## config.mk

```make
export PLATFORM = sky130hd
export DESIGN_NAME = pixel_window_level_mapper_core
export DESIGN_NICKNAME = d
export VERILOG_FILES = /design/src/design/pwlm_pkg.sv /design/src/design/pixel_window_level_mapper_core.sv
export SDC_FILE = /design/constraint.sdc
export NUM_CORES = 1
export LEC_CHECK = 0
export ABC_CLOCK_PERIOD_IN_PS = 4600
export BUFFER_PORTS_ARGS = -buffer_cell sky130_fd_sc_hd__buf_4
export CAP_MARGIN = 10
export CORE_ASPECT_RATIO = 1.2
export CORE_UTILIZATION = 55
export CTS_CLUSTER_SIZE = 14
export DETAILED_ROUTE_END_ITERATION = 8
export PLACE_DENSITY = 0.72
export SLEW_MARGIN = 10
export SYNTH_ARGS = -nofsm -noshare
export SYNTH_HDL_FRONTEND = slang
export SYNTH_SLANG_ARGS = --single-unit
```

## constraint.sdc

```tcl
create_clock -name clk -period 4.6 [get_ports clk]
set_input_delay 0.69 -clock clk [delete_from_list [all_inputs] [get_ports clk]]
set_output_delay 0.69 -clock clk [all_outputs]
set_load 0.02 [all_outputs]
```

## src/design/pwlm_pkg.sv

```systemverilog
// ----------------------------------------------------------------------------
// pwlm_pkg
// Types and constants shared by the window/level mapper and its checker.
// ----------------------------------------------------------------------------
package pwlm_pkg;

    localparam int SAMPLE_BITS = 16;
    localparam int RAW_W       = 16;
    localparam logic [RAW_W-1:0] SAMPLE_MASK =
        RAW_W'((33'(1) << SAMPLE_BITS) - 33'(1));

    localparam int WIN_W  = 17;          // signed window bounds
    localparam int DIFF_W = 17;          // unsigned offset and window width
    localparam int PIX_W  = 8;
    localparam int QUO_W  = 8;           // quotient bits, one per divide stage
    localparam int NUM_W  = DIFF_W + 8;  // offset times 255

    // input reg, classify, scale, divide stages, output reg
    localparam int PIPE_DEPTH = 3 + QUO_W + 1;

    localparam logic [1:0] SPP_GREY = 2'd1;

    typedef enum logic [2:0] {
        REG_SPP         = 3'd0,
        REG_HIGH_BIT    = 3'd1,
        REG_BITS_STORED = 3'd2,
        REG_WIN_LOW     = 3'd3,
        REG_WIN_HIGH    = 3'd4
    } reg_idx_t;

    typedef struct packed {
        logic             valid;
        logic             last;
        logic             use_div;
        logic [PIX_W-1:0] pix;
        logic [NUM_W-1:0] rem;
    } div_stage_t;

endpackage

```

## src/design/pixel_window_level_mapper_core.sv

```systemverilog
// ----------------------------------------------------------------------------
// pixel_window_level_mapper_core
// Maps raw image samples to display bytes through a window/level transfer.
// ----------------------------------------------------------------------------
// One sample enters per clock (busy is always low). Its byte is driven on
// pixel_byte with result_valid from the output register. Bytes come out
// in order, with last_in copied to last_out. The depth of the pipeline is
// set by the restoring divider that computes (v - low) * 255 / (high - low):
// it yields one quotient bit per pipeline stage, eight stages, wrapped by an
// input register, a classify stage, a scale stage and the output register.
// The receiver cannot stall, so each result is shown for a single cycle and
// must be taken then. Write the configuration registers over the APB port
// only while no sample is in flight; register i sits at byte address 4*i.
// ----------------------------------------------------------------------------
module pixel_window_level_mapper_core (
    input  logic        clk,
    input  logic        rst_n,
    // configuration port
    input  logic        psel,
    input  logic        penable,
    input  logic        pwrite,
    input  logic [4:0]  paddr,
    input  logic [31:0] pwdata,
    output logic [31:0] prdata,
    output logic        pready,
    // sample input
    input  logic        start,
    output logic        busy,
    input  logic [15:0] raw_sample,
    input  logic        last_in,
    // display byte output
    output logic        result_valid,
    output logic [7:0]  pixel_byte,
    output logic        last_out
);

    localparam int QW = pwlm_pkg::QUO_W;
    localparam int NW = pwlm_pkg::NUM_W;
    localparam int DW = pwlm_pkg::DIFF_W;
    localparam int PW = pwlm_pkg::PIX_W;

    // ------------------------------------------------------------------
    // Configuration registers
    // ------------------------------------------------------------------
    logic [1:0]         spp_reg;
    logic [3:0]         high_bit_reg;
    logic [4:0]         bits_stored_reg;
    logic signed [16:0] window_low_reg;
    logic signed [16:0] window_high_reg;

    logic               cfg_wr;
    pwlm_pkg::reg_idx_t cfg_idx;

    assign pready  = 1'b1;
    assign cfg_wr  = psel && penable && pwrite;
    assign cfg_idx = pwlm_pkg::reg_idx_t'(paddr[4:2]);

    always_ff @(posedge clk or negedge rst_n)
    begin
        if (!rst_n)
        begin
            spp_reg         <= 2'd1;
            high_bit_reg    <= 4'd11;
            bits_stored_reg <= 5'd12;
            window_low_reg  <= 17'sd0;
            window_high_reg <= 17'sd4095;
        end
        else if (cfg_wr)
        begin
            case (cfg_idx)
                pwlm_pkg::REG_SPP:         spp_reg         <= pwdata[1:0];
                pwlm_pkg::REG_HIGH_BIT:    high_bit_reg    <= pwdata[3:0];
                pwlm_pkg::REG_BITS_STORED: bits_stored_reg <= pwdata[4:0];
                pwlm_pkg::REG_WIN_LOW:     window_low_reg  <= $signed(pwdata[16:0]);
                pwlm_pkg::REG_WIN_HIGH:    window_high_reg <= $signed(pwdata[16:0]);
                default: ;  // drop writes beyond the register list
            endcase
        end
    end

    always_comb
    begin
        prdata = '0;
        case (cfg_idx)
            pwlm_pkg::REG_SPP:         prdata = {30'd0, spp_reg};
            pwlm_pkg::REG_HIGH_BIT:    prdata = {28'd0, high_bit_reg};
            pwlm_pkg::REG_BITS_STORED: prdata = {27'd0, bits_stored_reg};
            pwlm_pkg::REG_WIN_LOW:     prdata = {15'd0, window_low_reg};
            pwlm_pkg::REG_WIN_HIGH:    prdata = {15'd0, window_high_reg};
            default:                   prdata = '0;
        endcase
    end

    // Values derived from the configuration. They are registered from the
    // configuration registers, before an item reaches the stages that use them.
    logic              win_en_reg;
    logic [DW-1:0]     den_reg;
    logic signed [17:0] den_full;

    assign den_full = $signed({window_high_reg[16], window_high_reg})
                    - $signed({window_low_reg[16], window_low_reg});

    always_ff @(posedge clk or negedge rst_n)
    begin
        if (!rst_n)
        begin
            // match the register reset values: grey, window 0..4095
            win_en_reg <= 1'b1;
            den_reg    <= 17'd4095;
        end
        else
        begin
            win_en_reg <= (spp_reg == pwlm_pkg::SPP_GREY)
                          && (window_low_reg != window_high_reg);
            den_reg    <= den_full[DW-1:0];
        end
    end

    // The block never holds off the source.
    assign busy = 1'b0;

    // ------------------------------------------------------------------
    // Stage 1: align the sample (drop unused low bits)
    // ------------------------------------------------------------------
    logic signed [6:0] shift_s;
    logic [4:0]        shift_amt;
    logic [15:0]       v_next;
    logic              accept;

    logic              s1_valid_reg;
    logic              s1_last_reg;
    logic [15:0]       s1_v_reg;

    assign accept    = start && !busy;
    assign shift_s   = $signed({3'b000, high_bit_reg}) + 7'sd1
                     - $signed({2'b00, bits_stored_reg});
    // saturate a negative shift to zero; the largest shift is 16
    assign shift_amt = shift_s[6] ? 5'd0 : shift_s[4:0];
    assign v_next    = (raw_sample & pwlm_pkg::SAMPLE_MASK) >> shift_amt;

    always_ff @(posedge clk or negedge rst_n)
    begin
        if (!rst_n)
            s1_valid_reg <= 1'b0;
        else
            s1_valid_reg <= accept;
    end

    always_ff @(posedge clk)
    begin
        s1_last_reg <= last_in;
        s1_v_reg    <= v_next;
    end

    // ------------------------------------------------------------------
    // Stage 2: classify against the window, form the offset from low
    // ------------------------------------------------------------------
    logic signed [17:0] sv;
    logic signed [17:0] lo_ext;
    logic signed [17:0] hi_ext;
    logic signed [17:0] off_full;
    logic               below;
    logic               above;
    logic               use_div_next;
    logic [PW-1:0]      pix_next;

    logic               s2_valid_reg;
    logic               s2_last_reg;
    logic               s2_use_div_reg;
    logic [PW-1:0]      s2_pix_reg;
    logic [DW-1:0]      s2_off_reg;

    assign sv       = $signed({2'b00, s1_v_reg});
    assign lo_ext   = $signed({window_low_reg[16], window_low_reg});
    assign hi_ext   = $signed({window_high_reg[16], window_high_reg});
    assign off_full = sv - lo_ext;
    assign below    = sv < lo_ext;
    assign above    = sv > hi_ext;

    always_comb
    begin
        use_div_next = 1'b0;
        if (!win_en_reg)
            pix_next = s1_v_reg[PW-1:0];   // pass the low byte through
        else if (below)
            pix_next = '0;
        else if (above)
            pix_next = '1;
        else
        begin
            pix_next     = '0;             // quotient bits get set later
            use_div_next = 1'b1;
        end
    end

    always_ff @(posedge clk or negedge rst_n)
    begin
        if (!rst_n)
            s2_valid_reg <= 1'b0;
        else
            s2_valid_reg <= s1_valid_reg;
    end

    always_ff @(posedge clk)
    begin
        s2_last_reg    <= s1_last_reg;
        s2_use_div_reg <= use_div_next;
        s2_pix_reg     <= pix_next;
        s2_off_reg     <= off_full[DW-1:0];
    end

    // ------------------------------------------------------------------
    // Stage 3: scale the offset by 255 as (off << 8) - off
    // ------------------------------------------------------------------
    pwlm_pkg::div_stage_t div_reg  [0:QW];
    pwlm_pkg::div_stage_t div_next [0:QW-1];
    pwlm_pkg::div_stage_t scale_next;

    always_comb
    begin
        scale_next.valid   = s2_valid_reg;
        scale_next.last    = s2_last_reg;
        scale_next.use_div = s2_use_div_reg;
        scale_next.pix     = s2_pix_reg;
        scale_next.rem     = {s2_off_reg, 8'd0} - NW'(s2_off_reg);
    end

    always_ff @(posedge clk or negedge rst_n)
    begin
        if (!rst_n)
            div_reg[0] <= '0;
        else
            div_reg[0] <= scale_next;
    end

    // ------------------------------------------------------------------
    // Stages 4..11: restoring divide, one quotient bit per stage, MSB first.
    // The scaled offset never exceeds 255 times the window width, so eight
    // bits cover the quotient.
    // ------------------------------------------------------------------
    for (genvar k = 0; k < QW; k++)
    begin : g_div
        localparam int BIT = QW - 1 - k;

        logic [NW-1:0] trial;
        logic          take;

        assign trial = NW'(den_reg) << BIT;
        assign take  = div_reg[k].use_div && (div_reg[k].rem >= trial);

        always_comb
        begin
            div_next[k] = div_reg[k];
            if (take)
            begin
                div_next[k].rem      = div_reg[k].rem - trial;
                div_next[k].pix[BIT] = 1'b1;
            end
        end

        always_ff @(posedge clk or negedge rst_n)
        begin
            if (!rst_n)
                div_reg[k+1] <= '0;
            else
                div_reg[k+1] <= div_next[k];
        end
    end

    // ------------------------------------------------------------------
    // Output register: one-cycle result strobe
    // ------------------------------------------------------------------
    logic          result_valid_reg;
    logic [PW-1:0] pixel_byte_reg;
    logic          last_out_reg;

    always_ff @(posedge clk or negedge rst_n)
    begin
        if (!rst_n)
            result_valid_reg <= 1'b0;
        else
            result_valid_reg <= div_reg[QW].valid;
    end

    always_ff @(posedge clk)
    begin
        pixel_byte_reg <= div_reg[QW].pix;
        last_out_reg   <= div_reg[QW].last;
    end

    assign result_valid = result_valid_reg;
    assign pixel_byte   = pixel_byte_reg;
    assign last_out     = last_out_reg;

endmodule

```

==> summary.md <==
| Metric | Value |
|---|---|
| Util after Layout | 0.624 |
| EDFF count, synth | 0 |
| TNS Setup | 0 ps |
| Final Wtd Congestion | 0.952 |
| WP data required | 5030 ps |
| Final hold viol count | 0 |
| Post-synth cell types | 86 |
| Combinational power share | 0.556 |
| DRC Markers | 0 |
| Starting density of the core | 0.560 |
| Antenna Nets Post-Route | 0 |
| Total number of H-tree levels | 2 |
| Final Setup Violations | 0 |
| Worst-margin pin slew | 995 ps |
| Synthesized area per cell | 10.0 um^2 |
| Sw Ratio | 0.430 |
| TritonCTS clock tree | yes |
| P_leak | 11.8 nW |
| Row count | 81 |
| Psw | 9.77 mW |
| First-pass GRT wire length | 85300 um |
| Fin. max-slew vios | 0 |
| Synth warnings | 0 |
| Hold Buf Count CTS | 0 |
| PostCTS Resize Cnt | 0 |
| CTS root buf | clkbuf_16 |
| Skew-Pair Late Insertion Delay | 560 ps |
| Fillers | 3340 |
| Mapped Area | 0.0229 mm^2 |
| Crit end category | flip-flop |
| Final Cycle Share | 0.844 |
| Die Y | 226 um |
| Via count | 17000 |
| Largest register FFs | 218 |
| Vias/cell | 5.76 |
| Primary FF master, synth | dfrtp_1 |
| Crit path time final | 3880 ps |
| Most frequent cells in the layout | dfrtp_1, nand2_1, ha_1 |
| Peak supply drop | 373 uV |
| Status | complete, no violations |
| Remaining Overflow, GRT | 0 |
| Nets@finish | 2644 |
| Vias in the first global route | 17700 |
| Worst EP arrival | 4320 ps |
| Syn Inst Count | 2288 |
| Power Internal | 13.0 mW |
| Worst Path Max Fanout | 14 |
| Dpl hpwl | 40900 um |
| Relative slew slack | 0.331 |
| Yosys reg bits | 417 |
| Sequential fraction of the synthesis area | 0.445 |
| Num ports | 104 |
| HP Class | input pin to asynchronous set/reset pin |
| Reg clk slew, reported paths | 60 ps |
| First DRT Iteration DRCs | 673 |
| Crit Path Class | flip-flop to flip-flop |
| Die area | 0.0425 mm^2 |
| Die W | 188 um |
| Area Overhead vs Synth | 11.4% |
| DR pass1 iterations | 5 |
| Number of max-cap violations | 0 |
| Initial antenna violation count | 0 |
| Fmax | 257 MHz |
| Placeable Area | 0.0409 mm^2 |
| Startpoint Class | flip-flop |
| Pwr/cell area | 890 mW/mm^2 |
| Fraction of layout cells with a size suffix above 1 | 0.112 |
| WL final | 52900 um |
| Clock skew | 14.7 ps |
| Clock Power Share | 0.161 |
| GRT Util Overall | 0.254 |
| IO Port Bufs | 69 |
| RSZ-0062 raised after global routing | no |
| Clk buf depth | 3 |
| Clock sink count | 417 |
| Post-DR wirelength/cell | 17.9 um |
| CTS buffer count | 43 |
| Post-CTS setup buffers | 0 |
| Post-synth ARST share | 0.873 |
| Diode count | 0 |
| Flop pwr share | 0.283 |
| Commonest non-fill, non-tap cell in the layout | dfrtp_1 |
| Worst R2R Path Depth | 9 |
| Largest net degree at the start of global routing | 125 |
## synthesized netlist by cell type, drive strengths merged, types with 13 or more instances
library cell / n / area share
a21boi: 13 / 0.0043
dfrtp: 333 / 0.36
nand3: 36 / 0.0079
nor3: 52 / 0.011
clkbuf: 29 / 0.0047
xor2: 68 / 0.026
and3: 15 / 0.0041
nor2: 122 / 0.020
mux2: 45 / 0.022
nand2b: 40 / 0.011
dfstp: 31 / 0.036
inv: 145 / 0.024
nand4: 26 / 0.0071
a211oi: 18 / 0.0059
o21a: 28 / 0.0092
ha: 202 / 0.11
o21ai: 185 / 0.040
dfxtp: 53 / 0.046
nor4: 17 / 0.0046
mux2i: 38 / 0.017
o31ai: 21 / 0.0075
a21o: 50 / 0.016
or3: 19 / 0.0052
o211ai: 22 / 0.0072
a21oi: 131 / 0.029
nor3b: 13 / 0.0043
nand2: 215 / 0.035
nor2b: 34 / 0.0093
xnor2: 85 / 0.032
buf: 36 / 0.0097
## final timing paths
| path | from | to | slack (ps) |
|---|---|---|---|
| min in group clk | last_in | s1_last_reg | 240 |
| worst max register to register | den_reg[1] | div_reg[112] | 720 |
| max in group asynchronous | rst_n | win_en_reg | 3390 |
| worst min register to register | s2_pix_reg[1] | div_next[278] | 320 |
| worst min-delay path | rst_n | div_reg[109] | 220 |
| worst max-delay path | den_reg[1] | div_reg[112] | 720 |
## power groups by stage
stage / combinational [mW] / clock [mW] / sequential (mW)
after floorplan: 9.73 / 0 / 6.12
after global placement: 12.0 / 0 / 6.42
after detailed placement: 12.5 / 0 / 6.49
after CTS: 12.6 / 3.73 / 6.43
after global routing: 14.1 / 3.88 / 6.60
final: 12.6 / 3.66 / 6.43
## metal layers
metal | track usage | vias up | wire length [um]
met1 | 0.243 | 8152 | 18800
li1 | - | 8300 | -
met5 | 0 | - | 0
met3 | 0.0270 | 158 | 1410
met4 | 0.188 | 0 | 3980
met2 | 0.496 | 364 | 28700
## layout make-up
type | instances | area (um^2) | share of cell area
multi-input cells | 1676 | 11900 | 0.467
clock buffers | 60 | 1220 | 0.0478
flip-flops and latches | 417 | 10200 | 0.400
inverters | 145 | 544 | 0.0213
repair buffers | 89 | 701 | 0.0274
clock inverters | 20 | 275 | 0.0108
well taps | 539 | 674 | 0.0264
## cell families (layout without fill, tap and decap cells)
group           count (synthesis)  after routing  share of synthesized area
compound gates                577            577                      0.162
xor+xnor                      153            153                     0.0585
fa+ha+maj                     212            212                      0.119
buf+inv                       210            314                     0.0382
flops                         417            417                      0.445
mux                            87             87                     0.0426
other cells                     2             17                   0.000328
simple gates                  630            630                      0.134
## metrics by stage
stage,power (mW),area (um^2),setup slack (ps),hold slack (ps),cells
2_1_floorplan,15.8,23000,1420,310,2303
3_3_place_gp,18.4,24000,721,311,2866
3_5_place_dp,19.0,24000,672,318,2866
4_1_cts,22.7,25500,653,215,2946
5_1_grt,24.6,25500,416,222,2946
6_report,22.7,25500,716,221,2946
## critical path, cell delays in order (launching register included)
cell	delay, ps
dfstp_2	670
inv_1	300
fa_1	540
a21oi_1	220
o21ai_0	160
o31ai_1	340
a21o_1	260
o22ai_1	190
o311ai_4	680
mux2_2	410
(Power assumes the default switching activity.)
